===== src/hdl/rism_pkg.sv =====
// Shared constants, codes, state encoding and key split helpers for the sparse map.
package rism_pkg;

  localparam int KEY_SPACE_DEF   = 256;
  localparam int CAPACITY_DEF    = 64;
  localparam int VALUE_WIDTH_DEF = 32;
  localparam int WORD_BITS_DEF   = 64;

  localparam int KEY_W   = 8;
  localparam int OUT_VAL_W = 32;
  localparam int COUNT_W = 7;

  typedef enum logic [1:0] {
    ACT_GET    = 2'd0,
    ACT_SET    = 2'd1,
    ACT_REMOVE = 2'd2,
    ACT_NONE   = 2'd3
  } action_t;

  typedef enum logic [3:0] {
    ST_IDLE,
    ST_LOOKUP,
    ST_DECIDE,
    ST_GET_WAIT,
    ST_SHIFT_UP,
    ST_SHIFT_DN,
    ST_INS_WRITE,
    ST_BASE_START,
    ST_BASE
  } state_t;

  // Word holding the key: count the word boundaries at or below it.
  // Keys are eight bits and words hold at least 32 bits, so seven compares suffice.
  function automatic int word_index(logic [KEY_W-1:0] key, int wb);
    int n;
    n = 0;
    for (int k = 1; k < 8; k++) begin
      if (int'(key) >= k * wb) n = n + 1;
    end
    return n;
  endfunction

  // Bit position of the key within its word.
  function automatic int word_pos(logic [KEY_W-1:0] key, int wb);
    int n;
    n = word_index(key, wb);
    return int'(key) - n * wb;
  endfunction

endpackage


===== src/hdl/rank_indexed_sparse_map.sv =====
// Top level of the rank-indexed sparse map: command sequencer around two memories.
//
// A key-to-value map over an eight-bit key. A presence bitmap marks which keys
// hold a value, and the values sit densely, in key order, in a value memory of
// CAPACITY words. Each bitmap word carries a base: the number of set bits in all
// earlier words, so the slot of a key is its word's base plus the set bits below
// it in that word. Issue a command with start while busy is low; busy stays high
// until the result is out. Each command yields exactly one result word, shown for
// one cycle with out_valid; the receiver cannot stall, so capture it then.
// A miss, an overwrite, a refused set, a remove of an absent key or the unused
// action finishes from the decide state; a get that hits first waits for the
// value memory's registered read. An insert or remove moves the later entries
// one slot per cycle through the value memory's single write port, an insert
// then writes its own entry, and then the later bitmap words are walked one per
// cycle (after a start step) to adjust their bases. With the default sizes the
// worst case is an insert at slot zero, in the first bitmap word, with 63 stored
// entries. The bitmap memory comes out of reset empty through per-word valid
// bits; there is no clearing pass.
module rank_indexed_sparse_map #(
  parameter int KEY_SPACE   = rism_pkg::KEY_SPACE_DEF,
  parameter int CAPACITY    = rism_pkg::CAPACITY_DEF,
  parameter int VALUE_WIDTH = rism_pkg::VALUE_WIDTH_DEF,
  parameter int WORD_BITS   = rism_pkg::WORD_BITS_DEF
) (
  input  logic                             clk,
  input  logic                             rst_n,
  input  logic                             start,
  output logic                             busy,
  input  logic [1:0]                       in_action,
  input  logic [rism_pkg::KEY_W-1:0]       in_key,
  input  logic [rism_pkg::OUT_VAL_W-1:0]   in_value,
  output logic                             out_valid,
  output logic                             out_found,
  output logic [rism_pkg::OUT_VAL_W-1:0]   out_read_value,
  output logic                             out_full_res,
  output logic [rism_pkg::COUNT_W-1:0]     out_count
);

  localparam int NUM_WORDS = (KEY_SPACE + WORD_BITS - 1) / WORD_BITS;
  localparam int WI_W      = (NUM_WORDS > 1) ? $clog2(NUM_WORDS) : 1;
  localparam int POS_W     = $clog2(WORD_BITS);
  localparam int POP_W     = $clog2(CAPACITY + 1);
  localparam int AW        = $clog2(CAPACITY);
  localparam int WM_W      = WORD_BITS + POP_W;

  // Sequencer state and the latched command word.
  rism_pkg::state_t           state_r, state_nxt;
  rism_pkg::action_t          action_r;
  logic [WI_W-1:0]            wi_r;
  logic [POS_W-1:0]           pos_r;
  logic                       in_space_r;
  logic [VALUE_WIDTH-1:0]     value_r;

  // Lookup results, held for the rest of the command.
  logic                       present_r;
  logic [POP_W-1:0]           idx_r;
  logic [WORD_BITS-1:0]       bits_r;
  logic [POP_W-1:0]           base_r;

  logic [POP_W-1:0]           pop_r, pop_nxt;
  logic [AW-1:0]              sptr_r, sptr_nxt;
  logic [WI_W-1:0]            bptr_r, bptr_nxt;

  logic                       out_valid_r;
  logic                       out_found_r;
  logic [rism_pkg::OUT_VAL_W-1:0] out_value_r;
  logic                       out_full_r;
  logic [rism_pkg::COUNT_W-1:0] out_count_r;

  // Memory ports.
  logic                       vwe;
  logic [AW-1:0]              vwaddr, vraddr;
  logic [VALUE_WIDTH-1:0]     vwdata, vrdata;
  logic                       wwe;
  logic [WI_W-1:0]            wwaddr, wraddr;
  logic [WM_W-1:0]            wwdata, wrdata;

  // Rank unit outputs.
  logic                       rk_present;
  logic [POP_W-1:0]           rk_rank;

  // Result word of the finishing command.
  logic                       fin;
  logic [rism_pkg::OUT_VAL_W-1:0] fin_value;
  logic                       fin_full;

  logic [WI_W-1:0]            key_wi;
  logic [POS_W-1:0]           key_pos;
  logic                       key_in_space;
  logic [WORD_BITS-1:0]       key_bit;
  logic                       more_words;

  assign key_wi       = WI_W'(rism_pkg::word_index(in_key, WORD_BITS));
  assign key_pos      = POS_W'(rism_pkg::word_pos(in_key, WORD_BITS));
  assign key_in_space = int'(in_key) < KEY_SPACE;
  assign key_bit      = WORD_BITS'(1) << pos_r;
  assign more_words   = int'(wi_r) < NUM_WORDS - 1;

  rism_ram #(
    .DEPTH (CAPACITY),
    .WIDTH (VALUE_WIDTH)
  ) u_value_mem (
    .clk   (clk),
    .we    (vwe),
    .waddr (vwaddr),
    .wdata (vwdata),
    .raddr (vraddr),
    .rdata (vrdata)
  );

  rism_word_mem #(
    .DEPTH (NUM_WORDS),
    .WIDTH (WM_W)
  ) u_word_mem (
    .clk   (clk),
    .rst_n (rst_n),
    .we    (wwe),
    .waddr (wwaddr),
    .wdata (wwdata),
    .raddr (wraddr),
    .rdata (wrdata)
  );

  rism_rank #(
    .WORD_BITS (WORD_BITS),
    .CAPACITY  (CAPACITY)
  ) u_rank (
    .word_bits (wrdata[WM_W-1:POP_W]),
    .base      (wrdata[POP_W-1:0]),
    .pos       (pos_r),
    .present   (rk_present),
    .rank      (rk_rank)
  );

  always_ff @(posedge clk) begin
    if (!rst_n) begin
      state_r     <= rism_pkg::ST_IDLE;
      pop_r       <= '0;
      out_valid_r <= 1'b0;
    end else begin
      state_r     <= state_nxt;
      pop_r       <= pop_nxt;
      out_valid_r <= fin;
    end
  end

  always_ff @(posedge clk) begin
    sptr_r <= sptr_nxt;
    bptr_r <= bptr_nxt;
    // Latch the command word on accept.
    if (state_r == rism_pkg::ST_IDLE && start) begin
      action_r   <= rism_pkg::action_t'(in_action);
      wi_r       <= key_wi;
      pos_r      <= key_pos;
      in_space_r <= key_in_space;
      value_r    <= VALUE_WIDTH'(in_value);
    end
    // Hold the lookup of the key's word.
    if (state_r == rism_pkg::ST_LOOKUP) begin
      present_r <= in_space_r && rk_present;
      idx_r     <= rk_rank;
      bits_r    <= wrdata[WM_W-1:POP_W];
      base_r    <= wrdata[POP_W-1:0];
    end
    if (fin) begin
      out_found_r <= present_r;
      out_value_r <= fin_value;
      out_full_r  <= fin_full;
      out_count_r <= rism_pkg::COUNT_W'(pop_nxt);
    end
  end

  always_comb begin
    state_nxt = state_r;
    pop_nxt   = pop_r;
    sptr_nxt  = sptr_r;
    bptr_nxt  = bptr_r;
    vwe       = 1'b0;
    vwaddr    = idx_r[AW-1:0];
    vwdata    = value_r;
    vraddr    = idx_r[AW-1:0];
    wwe       = 1'b0;
    wwaddr    = wi_r;
    wwdata    = {bits_r, base_r};
    wraddr    = key_wi;
    fin       = 1'b0;
    fin_value = '0;
    fin_full  = 1'b0;

    unique case (state_r)
      rism_pkg::ST_IDLE: begin
        // Read the key's bitmap word as the command is taken.
        if (start) begin
          state_nxt = rism_pkg::ST_LOOKUP;
        end
      end

      rism_pkg::ST_LOOKUP: begin
        state_nxt = rism_pkg::ST_DECIDE;
      end

      rism_pkg::ST_DECIDE: begin
        unique case (action_r)
          rism_pkg::ACT_GET: begin
            if (present_r) begin
              state_nxt = rism_pkg::ST_GET_WAIT;
            end else begin
              fin       = 1'b1;
              state_nxt = rism_pkg::ST_IDLE;
            end
          end
          rism_pkg::ACT_SET: begin
            if (!in_space_r) begin
              fin       = 1'b1;
              state_nxt = rism_pkg::ST_IDLE;
            end else if (present_r) begin
              // Overwrite in place.
              vwe       = 1'b1;
              fin       = 1'b1;
              state_nxt = rism_pkg::ST_IDLE;
            end else if (pop_r >= POP_W'(CAPACITY)) begin
              fin_full  = 1'b1;
              fin       = 1'b1;
              state_nxt = rism_pkg::ST_IDLE;
            end else begin
              // Mark the key, then open a slot by moving later entries up.
              wwe     = 1'b1;
              wwdata  = {bits_r | key_bit, base_r};
              pop_nxt = pop_r + 1'b1;
              if (idx_r == pop_r) begin
                state_nxt = rism_pkg::ST_INS_WRITE;
              end else begin
                vraddr    = AW'(pop_r - 1'b1);
                sptr_nxt  = AW'(pop_r - 1'b1);
                state_nxt = rism_pkg::ST_SHIFT_UP;
              end
            end
          end
          rism_pkg::ACT_REMOVE: begin
            if (present_r) begin
              // Clear the key, then close its slot by moving later entries down.
              wwe     = 1'b1;
              wwdata  = {bits_r & ~key_bit, base_r};
              pop_nxt = pop_r - 1'b1;
              if ((POP_W+1)'(idx_r) + 1'b1 < (POP_W+1)'(pop_r)) begin
                vraddr    = AW'(idx_r + 1'b1);
                sptr_nxt  = AW'(idx_r + 1'b1);
                state_nxt = rism_pkg::ST_SHIFT_DN;
              end else if (more_words) begin
                state_nxt = rism_pkg::ST_BASE_START;
              end else begin
                fin       = 1'b1;
                state_nxt = rism_pkg::ST_IDLE;
              end
            end else begin
              fin       = 1'b1;
              state_nxt = rism_pkg::ST_IDLE;
            end
          end
          default: begin
            fin       = 1'b1;
            state_nxt = rism_pkg::ST_IDLE;
          end
        endcase
      end

      rism_pkg::ST_GET_WAIT: begin
        fin_value = rism_pkg::OUT_VAL_W'(vrdata);
        fin       = 1'b1;
        state_nxt = rism_pkg::ST_IDLE;
      end

      rism_pkg::ST_SHIFT_UP: begin
        // Entry at sptr is on the read port; drop it one slot higher.
        vwe    = 1'b1;
        vwaddr = sptr_r + 1'b1;
        vwdata = vrdata;
        if (POP_W'(sptr_r) == idx_r) begin
          state_nxt = rism_pkg::ST_INS_WRITE;
        end else begin
          vraddr   = sptr_r - 1'b1;
          sptr_nxt = sptr_r - 1'b1;
        end
      end

      rism_pkg::ST_SHIFT_DN: begin
        // Entry at sptr is on the read port; move it one slot lower.
        vwe    = 1'b1;
        vwaddr = sptr_r - 1'b1;
        vwdata = vrdata;
        if (POP_W'(sptr_r) < pop_r) begin
          vraddr   = sptr_r + 1'b1;
          sptr_nxt = sptr_r + 1'b1;
        end else if (more_words) begin
          state_nxt = rism_pkg::ST_BASE_START;
        end else begin
          fin       = 1'b1;
          state_nxt = rism_pkg::ST_IDLE;
        end
      end

      rism_pkg::ST_INS_WRITE: begin
        vwe = 1'b1;
        if (more_words) begin
          state_nxt = rism_pkg::ST_BASE_START;
        end else begin
          fin       = 1'b1;
          state_nxt = rism_pkg::ST_IDLE;
        end
      end

      rism_pkg::ST_BASE_START: begin
        wraddr    = wi_r + 1'b1;
        bptr_nxt  = wi_r + 1'b1;
        state_nxt = rism_pkg::ST_BASE;
      end

      rism_pkg::ST_BASE: begin
        // Adjust the base of each later word, reading the next one meanwhile.
        wwe    = 1'b1;
        wwaddr = bptr_r;
        if (action_r == rism_pkg::ACT_SET) begin
          wwdata = {wrdata[WM_W-1:POP_W], wrdata[POP_W-1:0] + 1'b1};
        end else begin
          wwdata = {wrdata[WM_W-1:POP_W], wrdata[POP_W-1:0] - 1'b1};
        end
        if (int'(bptr_r) == NUM_WORDS - 1) begin
          fin       = 1'b1;
          state_nxt = rism_pkg::ST_IDLE;
        end else begin
          wraddr   = bptr_r + 1'b1;
          bptr_nxt = bptr_r + 1'b1;
        end
      end

      default: begin
        state_nxt = rism_pkg::ST_IDLE;
      end
    endcase
  end

  assign busy           = state_r != rism_pkg::ST_IDLE;
  assign out_valid      = out_valid_r;
  assign out_found      = out_found_r;
  assign out_read_value = out_value_r;
  assign out_full_res   = out_full_r;
  assign out_count      = out_count_r;

endmodule


===== src/hdl/rism_ram.sv =====
// Simple dual-port memory: one write port, one read port with registered read data.
module rism_ram #(
  parameter int DEPTH  = 64,
  parameter int WIDTH  = 32,
  parameter int ADDR_W = (DEPTH > 1) ? $clog2(DEPTH) : 1
) (
  input  logic              clk,
  input  logic              we,
  input  logic [ADDR_W-1:0] waddr,
  input  logic [WIDTH-1:0]  wdata,
  input  logic [ADDR_W-1:0] raddr,
  output logic [WIDTH-1:0]  rdata
);

  logic [WIDTH-1:0] mem [DEPTH];

  always_ff @(posedge clk) begin
    if (we) begin
      mem[waddr] <= wdata;
    end
    rdata <= mem[raddr];
  end

endmodule


===== src/hdl/rism_word_mem.sv =====
// Bitmap word memory: presence bits and word base per entry, reads as zero until written.
module rism_word_mem #(
  parameter int DEPTH  = 4,
  parameter int WIDTH  = 71,
  parameter int ADDR_W = (DEPTH > 1) ? $clog2(DEPTH) : 1
) (
  input  logic              clk,
  input  logic              rst_n,
  input  logic              we,
  input  logic [ADDR_W-1:0] waddr,
  input  logic [WIDTH-1:0]  wdata,
  input  logic [ADDR_W-1:0] raddr,
  output logic [WIDTH-1:0]  rdata
);

  logic [WIDTH-1:0] mem [DEPTH];
  logic [DEPTH-1:0] valid_r;
  logic [WIDTH-1:0] raw_r;
  logic             hit_r;

  always_ff @(posedge clk) begin
    if (we) begin
      mem[waddr] <= wdata;
    end
    raw_r <= mem[raddr];
  end

  // Valid bits stand in for the all-zero reset of the stored words.
  always_ff @(posedge clk) begin
    if (!rst_n) begin
      valid_r <= '0;
      hit_r   <= 1'b0;
    end else begin
      if (we) begin
        valid_r[waddr] <= 1'b1;
      end
      hit_r <= valid_r[raddr];
    end
  end

  assign rdata = hit_r ? raw_r : '0;

endmodule


===== src/hdl/rism_rank.sv =====
// Rank unit: presence test and slot index from one bitmap word and its base.
module rism_rank #(
  parameter int WORD_BITS = 64,
  parameter int CAPACITY  = 64,
  parameter int POS_W     = $clog2(WORD_BITS),
  parameter int POP_W     = $clog2(CAPACITY + 1)
) (
  input  logic [WORD_BITS-1:0] word_bits,
  input  logic [POP_W-1:0]     base,
  input  logic [POS_W-1:0]     pos,
  output logic                 present,
  output logic [POP_W-1:0]     rank
);

  logic [WORD_BITS-1:0] below;

  always_comb begin
    for (int b = 0; b < WORD_BITS; b++) begin
      below[b] = (b < int'(pos));
    end
  end

  assign present = word_bits[pos];
  assign rank    = base + POP_W'($countones(word_bits & below));

endmodule


===== config.mk =====
export PLATFORM = sky130hd
export DESIGN_NAME = rank_indexed_sparse_map
export DESIGN_NICKNAME = d
export VERILOG_FILES = /design/src/hdl/rism_pkg.sv /design/src/hdl/rank_indexed_sparse_map.sv /design/src/hdl/rism_ram.sv /design/src/hdl/rism_word_mem.sv /design/src/hdl/rism_rank.sv
export SDC_FILE = /design/constraint.sdc
export NUM_CORES = 2
export LEC_CHECK = 0
export BUFFER_PORTS_ARGS = -buffer_cell sky130_fd_sc_hd__buf_2
export CAP_MARGIN = 20
export CELL_PAD_IN_SITES_DETAIL_PLACEMENT = 1
export CELL_PAD_IN_SITES_GLOBAL_PLACEMENT = 2
export CORE_MARGIN = 2
export CORE_UTILIZATION = 30
export DETAILED_ROUTE_END_ITERATION = 10
export PLACE_DENSITY_LB_ADDON = 0.1
export SYNTH_ARGS = -nofsm -noshare
export SYNTH_HDL_FRONTEND = slang
export SYNTH_SLANG_ARGS = --single-unit
export TNS_END_PERCENT = 5

===== constraint.sdc =====
create_clock -name clk -period 6.7 [get_ports clk]
set_input_delay 1.34 -clock clk [delete_from_list [all_inputs] [get_ports clk]]
set_output_delay 1.34 -clock clk [all_outputs]
set_load 0.02 [all_outputs]

---- Word-level counts from Yosys, hierarchy flattened ----
Memories as Yosys holds them, arrays and structs flattened. A register that Yosys moved wholly into a read port is not among the register bits.
Index checks and enable logic that the tools add are counted.
storage, ports and cells
  flip-flop bits (word level) ............. 187
  RAM bits ................................ 2,332
  input bits .............................. 45
  output and inout bits ................... 43
  word-level logic and storage cells ...... 299
  memories kept ........................... 2
memories
  memory           words  width  rd ports  clocked after Yosys merged registers in  write ports  RTL line             text
  u_value_mem.mem  64     32     1         1                                        1            rism_ram.sv:15       logic [WIDTH-1:0] mem [DEPTH];
  u_word_mem.mem   4      71     1         1                                        1            rism_word_mem.sv:16  logic [WIDTH-1:0] mem [DEPTH];
cells by class
  $add $sub $neg .......................... 77
  $lt $le $gt $ge ......................... 74
  equality and inequality tests ........... 26
  shift operators ......................... 1
  muxes and demuxes ....................... 80
  bitwise gates (word level) .............. 7
  reduce and logical (&&, ||, !) cells .... 13
operators by type and width
  cell                                                                         number
  71-bit 2-to-1 mux                                                            4
  71-bit case mux with 2 select lines                                          2
  7-bit adder                                                                  32
  6-bit less-than comparator, first input constant                             31
  5-bit by 6-bit less-than comparator with 1-bit output, first input constant  16
  6-bit 2-to-1 mux                                                             14
  1-bit by 1-bit adder with 2-bit output                                       32
  64-bit by 63-bit bitwise AND with 64-bit output                              1
  64-bit bitwise AND                                                           1
  64-bit NOT                                                                   1
  64-bit bitwise OR                                                            1
  1-bit by 6-bit << shifter with 64-bit output, first input constant           1
  4-bit by 6-bit less-than comparator with 1-bit output, first input constant  8
  6-bit case mux with 2 select lines                                           3
  6-bit case mux with 3 select lines                                           2
  7-bit 2-to-1 mux                                                             5
  32-bit 2-to-1 mux                                                            1
  4-bit case mux with 8 select lines                                           1
  3-bit by 6-bit less-than comparator with 1-bit output, first input constant  4
  1-bit 2-to-1 mux                                                             20
  4-bit 2-to-1 mux                                                             5
  3-bit inequality test, second input constant                                 6
  4-bit by 3-bit == test with 1-bit output, second input constant              4
  8-bit >= comparator, second input constant                                   2
  50 further kinds                                                             81

---- Longest topological paths before layout ----
  depth in word-level cells ............... 10
  gate-level depth with buffers ........... 28
  gate-level depth less buffers ........... 25

---- Modules after synthesis ----
A second synthesis with hierarchy kept.
second synthesis, totals
  cells, all modules ...................... 5,541
  area, all modules ....................... 105,610.0 um^2
modules (own cells, without submodules)
  module                   times used  cells an instance  area an instance (um^2)  sequential area each (um^2)
  rism_ram                 1           3,511              79,039.6                 62,139.6
  rism_word_mem            1           535                12,403.1                 10,049.6
  rank_indexed_sparse_map  1           1,170              11,061.9                 5,345.1
  rism_rank                1           325                3,105.5                  0.0

---- Worst setup path after synthesis ----
No wires, ideal clock.
  path kind ............................... flip-flop to flip-flop
  start ................................... register pos_r[0]
  end ..................................... register idx_r[5] (data pin)
  setup time .............................. 0.258 ns
  data arrival time ....................... 7.018 ns
  required time ........................... 6.442 ns
  setup slack ............................. -0.576 ns
  cell stages (with the launch flop) ...... 26
  path buffers ............................ 4
  clock period less this slack ............ 7.276 ns
  path through ............................ edfxtp_1 > clkbuf_1 > buf_1 > clkbuf_1 > and2_1 > clkbuf_1 > nand2_1 > a211oi_1 > ha_1 > inv_1 > fa_1 > inv_1 > fa_1 > fa_1 > fa_1 > fa_1 > fa_1 > inv_1 > fa_1 > inv_1 > ha_1 > fa_1 > a21oi_1 > nor2_1 > nor2_1 > xnor2_1
between the ends
  longest elaborated chain between the ends .. 9
  elaborated cells on any way between the ends .. 128
  classes of those cells .................. add/sub: 64; order compare: 63; bitwise: 1
ends and longest elaborated chain
  element                                                                        RTL line                        text
  start, declared                                                                rank_indexed_sparse_map.sv:50   logic [POS_W-1:0] pos_r;
  start signal, assigned                                                         rank_indexed_sparse_map.sv:154  pos_r <= key_pos;
  1-bit by 6-bit less-than comparator with 1-bit output (tied with other cells)  rism_rank.sv:19                 below[b] = (b < int'(pos));
  64-bit by 63-bit bitwise AND with 64-bit output (*)                            rism_rank.sv:24                 assign rank = base + POP_W'($countones(word_bits & below));
  1-bit by 1-bit adder with 2-bit output (not written as such)                   rism_rank.sv:24
  7-bit adder (not written as such) (4 in series)                                rism_rank.sv:24
  7-bit adder (not written as such) (*)                                          rism_rank.sv:24
  7-bit adder (*)                                                                rism_rank.sv:24
  net rk_rank[5]                                                                 rank_indexed_sparse_map.sv:80   logic [POP_W-1:0] rk_rank;
  end signal, assigned                                                           rank_indexed_sparse_map.sv:161  idx_r <= rk_rank;
  end, declared                                                                  rank_indexed_sparse_map.sv:56   logic [POP_W-1:0] idx_r;
The timed path passes the listed nets; every way through them passes the cells marked *.
A chain may end at the register's enable or synchronous reset.

---- Final worst setup path ----
  start ................................... register pos_r[1]
  end ..................................... register idx_r[6] (data pin)
The elaborated chain is that of the path after synthesis.

==> out/results.tsv <==
metric	value	unit
async_flop_share	0	%
fillCellCount	37890	
dieArea	0.3681	sq mm
grt_antenna_before_repair	46	
cts.clk_slew.worst_paths	0.07	ns
multi_input_area	0.02910	sq mm
place_area	0.1191	sq mm
vias	74130	
crit_path_max_incr_delay	0.58	ns
arrival	7.13	ns
maxCapViolCount	0	
clock-sinks	2622	
crit_chain	or2_4, nor2_4, nand2_2, and3_4, ha_4, fa_2, inv_2, fa_2, fa_2, inv_1, fa_1, inv_1, fa_1, fa_2, fa_1, inv_1, ha_2, buf_4, a21o_1, a21oi_2, o21bai_1, a21oi_1, xnor2_1	
cts_buffer_depth	4	
crit_required	7.34	ns
dp_hpwl	281.0	mm
clockRootBuffer	clkbuf_16	
dr.pass1.iters	5	
synth_top_area_share	68.94	%
synth_ff_type	edfxtp_1	
yosys_warnings	0	
die_w	606.7	um
worstMarginPinSlew	1.247	ns
syn_nets	8620	
cts_made_buffers	320	
die_y	606.7	um
syn_area_per_cell	12.92	sq um
period_needed	6.493	ns
regArea	0.07754	sq mm
cp_common_cell	fa_2	
ys_ff_latch	2622	
finalHoldViolations	0	
grt_pass1_vias	74490	
skew	0.07040	ns
syn_to_final_growth	18.85	%
synth_cell_types	89	
yosysTopAreaCell	edfxtp_1	
dp_slack	-0.2010	ns
max_slew_margin	16.87	%
crit_family	adder cells	
timing.final.ws_setup	0.2070	ns
row_count	221	
start_kind	flip-flop	
max_clock_freq	154.0	MHz
ios	88	
drt_iter0_markers	6664	
portBuffers	87	
place_congestion	0.8557	
viasPerCell	5.306	
vdd_drop_max	0.0002221	V
fp.coreArea	0.3620	sq mm
nets	9083	
cp-end-kind	flip-flop	
yosys.cell_count.top_type	edfxtp_1	
drt-wirelength-per-cell	32.33	um
leakage	45.45	nW
track_usage	24.17	%
overflow	0	
synth-edff-count	2502	
setup_viol	0	
drc	0	
synthTopCellsByArea	edfxtp_1, nand2_1, nand3_1, dfxtp_1, a311oi_1	
power	45.35	mW
cp_num_buf_inv	5	
powerDensity	350.1	mW/mm^2
ys_top_cells_by_count	edfxtp_1, nand2_1, nand3_1, clkbuf_1, buf_2	
wirelength	451.7	mm
fin_crit_sh	96.91	%
seq_area_frac_synth	71.15	%
critPathSlowestCell	fa_2	
cts_tree	built	
worstSetupPathType	flip-flop to flip-flop	
finalMaxSlewViolations	0	
hold_class	flip-flop to flip-flop	
start_util	30.11	%
synth_cells	8437	
grt_max_degree	109	
htree_num_levels	5	
clk-insertion-delay-late	0.96	ns
drive_above_1_share	15.26	%
tns	0	ns
status	finished, final reports clean	
ant_nets	0	
final_area	0.1295	sq mm
netlist_area	0.1090	sq mm
grt_pass1_wl	623.9	mm
worstPathMaxFanout	5	
-- layout make-up --
cell class	instances	share of cell area, %
Antenna cell	12	0.02318
Clock buffer	423	6.695
Clock inverter	165	1.074
Inverter	186	0.5400
Multi-Input combinational cell	5077	22.46
Sequential cell	2622	59.86
Tap cell	4794	4.631
Timing Repair Buffer	693	4.709
-- worst reg2reg max path, stage by stage, from the launching register on --
cell      delay [ns]
edfxtp_1        0.49
or2_4           0.34
nor2_4          0.18
nand2_2         0.08
and3_4          0.19
ha_4            0.24
fa_2            0.58
inv_2           0.06
fa_2            0.48
fa_2            0.55
inv_1           0.06
fa_1            0.50
inv_1           0.06
fa_1            0.52
fa_2            0.37
fa_1            0.52
inv_1           0.05
ha_2            0.19
buf_4           0.13
a21o_1          0.16
a21oi_2         0.14
o21bai_1        0.09
a21oi_1         0.17
xnor2_1         0.08
-- through the flow --
| step | hold slack (ns) | cells | utilization [%] |
|---|---|---|---|
| after floorplan | 0.4244 | 8437 | - |
| after global placement | 0.4423 | 13360 | 32.89 |
| after detailed placement | 0.4555 | 13360 | 32.90 |
| after CTS | 0.4762 | 13950 | 35.70 |
| after global routing | 0.4894 | 13960 | 35.78 |
| final | 0.4734 | 13970 | 35.78 |
-- registers in the layout (all words and copies together) (netlist names), 2 cells and up --
name                flops
wi_r                    2
bptr_r                  2
idx_r                   7
pop_r                   7
pos_r                   6
bits_r                 64
value_r                32
sptr_r                  6
u_word_mem.raw_r       71
out_read_value         32
u_value_mem.rdata      32
u_word_mem.mem        284
base_r                  7
out_count               7
state_r                 4
u_word_mem.valid_r      4
action_r                2
u_value_mem.mem      2048
-- power breakdown --
| group | internal (mW) | switching (mW) |
|---|---|---|
| clock network | 9.78 | 7.20 |
| registers | 18.9 | 0.322 |
| logic | 2.53 | 6.57 |
-- repair_timing --
item / in CTS / in global routing
gates resized for setup: 20 / 64
cloned: 0 / 1
buffers inserted: 4 / 5
hold buffers: 0 / 0
endpoints found under the setup margin: 4 / 4
pin swaps: 10 / 40
-- logic make-up (layout without fill, tap and decap cells) --
| logic type | Yosys count | in the layout | synth area share [%] |
|---|---|---|---|
| AND/OR/NAND/NOR | 3689 | 3689 | 14.62 |
| flip-flops | 2622 | 2622 | 71.15 |
| AO/OA/AOI/OAI | 1037 | 1037 | 6.900 |
| buffers and inverters | 738 | 1467 | 3.136 |
| multiplexers | 168 | 168 | 1.812 |
| adder cells (fa/ha/maj) | 138 | 138 | 2.018 |
| XOR/XNOR | 45 | 45 | 0.3617 |
| other | 0 | 12 | 0 |
-- path summary, 6_finish.rpt --
| path | from | to | slack (ns) | cells past startpoint |
|---|---|---|---|---|
| worst max-delay path | pos_r[1]$_DFFE_PP_ | idx_r[6]$_DFFE_PP_ | 0.21 | 23 |
| worst min-delay path | u_word_mem.valid_r[0]$_SDFFE_PN0P_ | u_word_mem.valid_r[0]$_SDFFE_PN0P_ | 0.47 | 1 |
| worst max register to register | pos_r[1]$_DFFE_PP_ | idx_r[6]$_DFFE_PP_ | 0.21 | 23 |
| worst min register to register | u_word_mem.valid_r[0]$_SDFFE_PN0P_ | u_word_mem.valid_r[0]$_SDFFE_PN0P_ | 0.47 | 1 |
-- cells in the final DEF, fill, tap and decap left out, drive strengths merged, types with 22 or more instances in the layout --
| master | count |
|---|---|
| o21ai | 144 |
| a22oi | 35 |
| o22ai | 27 |
| mux2i | 141 |
| xnor2 | 23 |
| a31oi | 142 |
| nand2 | 2305 |
| dfxtp | 120 |
| and3 | 184 |
| nor2 | 180 |
| mux4 | 23 |
| fa | 63 |
| nor3 | 54 |
| a311oi | 180 |
| a311o | 34 |
| ha | 75 |
| a21oi | 144 |
| buf | 693 |
| xor2 | 22 |
| nand3 | 746 |
| and2 | 129 |
| a32oi | 31 |
| edfxtp | 2502 |
| inv | 194 |
| clkinv | 138 |
| a211oi | 88 |
| o221ai | 62 |
| clkbuf | 423 |
-- layer usage --
metal	global-route usage, %	part of all wire, %	vias up
met5	0	0.010	-
met4	5.071	2.1	8
met3	2.785	4.6	479
met2	38.60	46	1911
met1	35.26	47	39710
li1	-	-	32020
No activity file was read; power rests on OpenSTA's default activity.
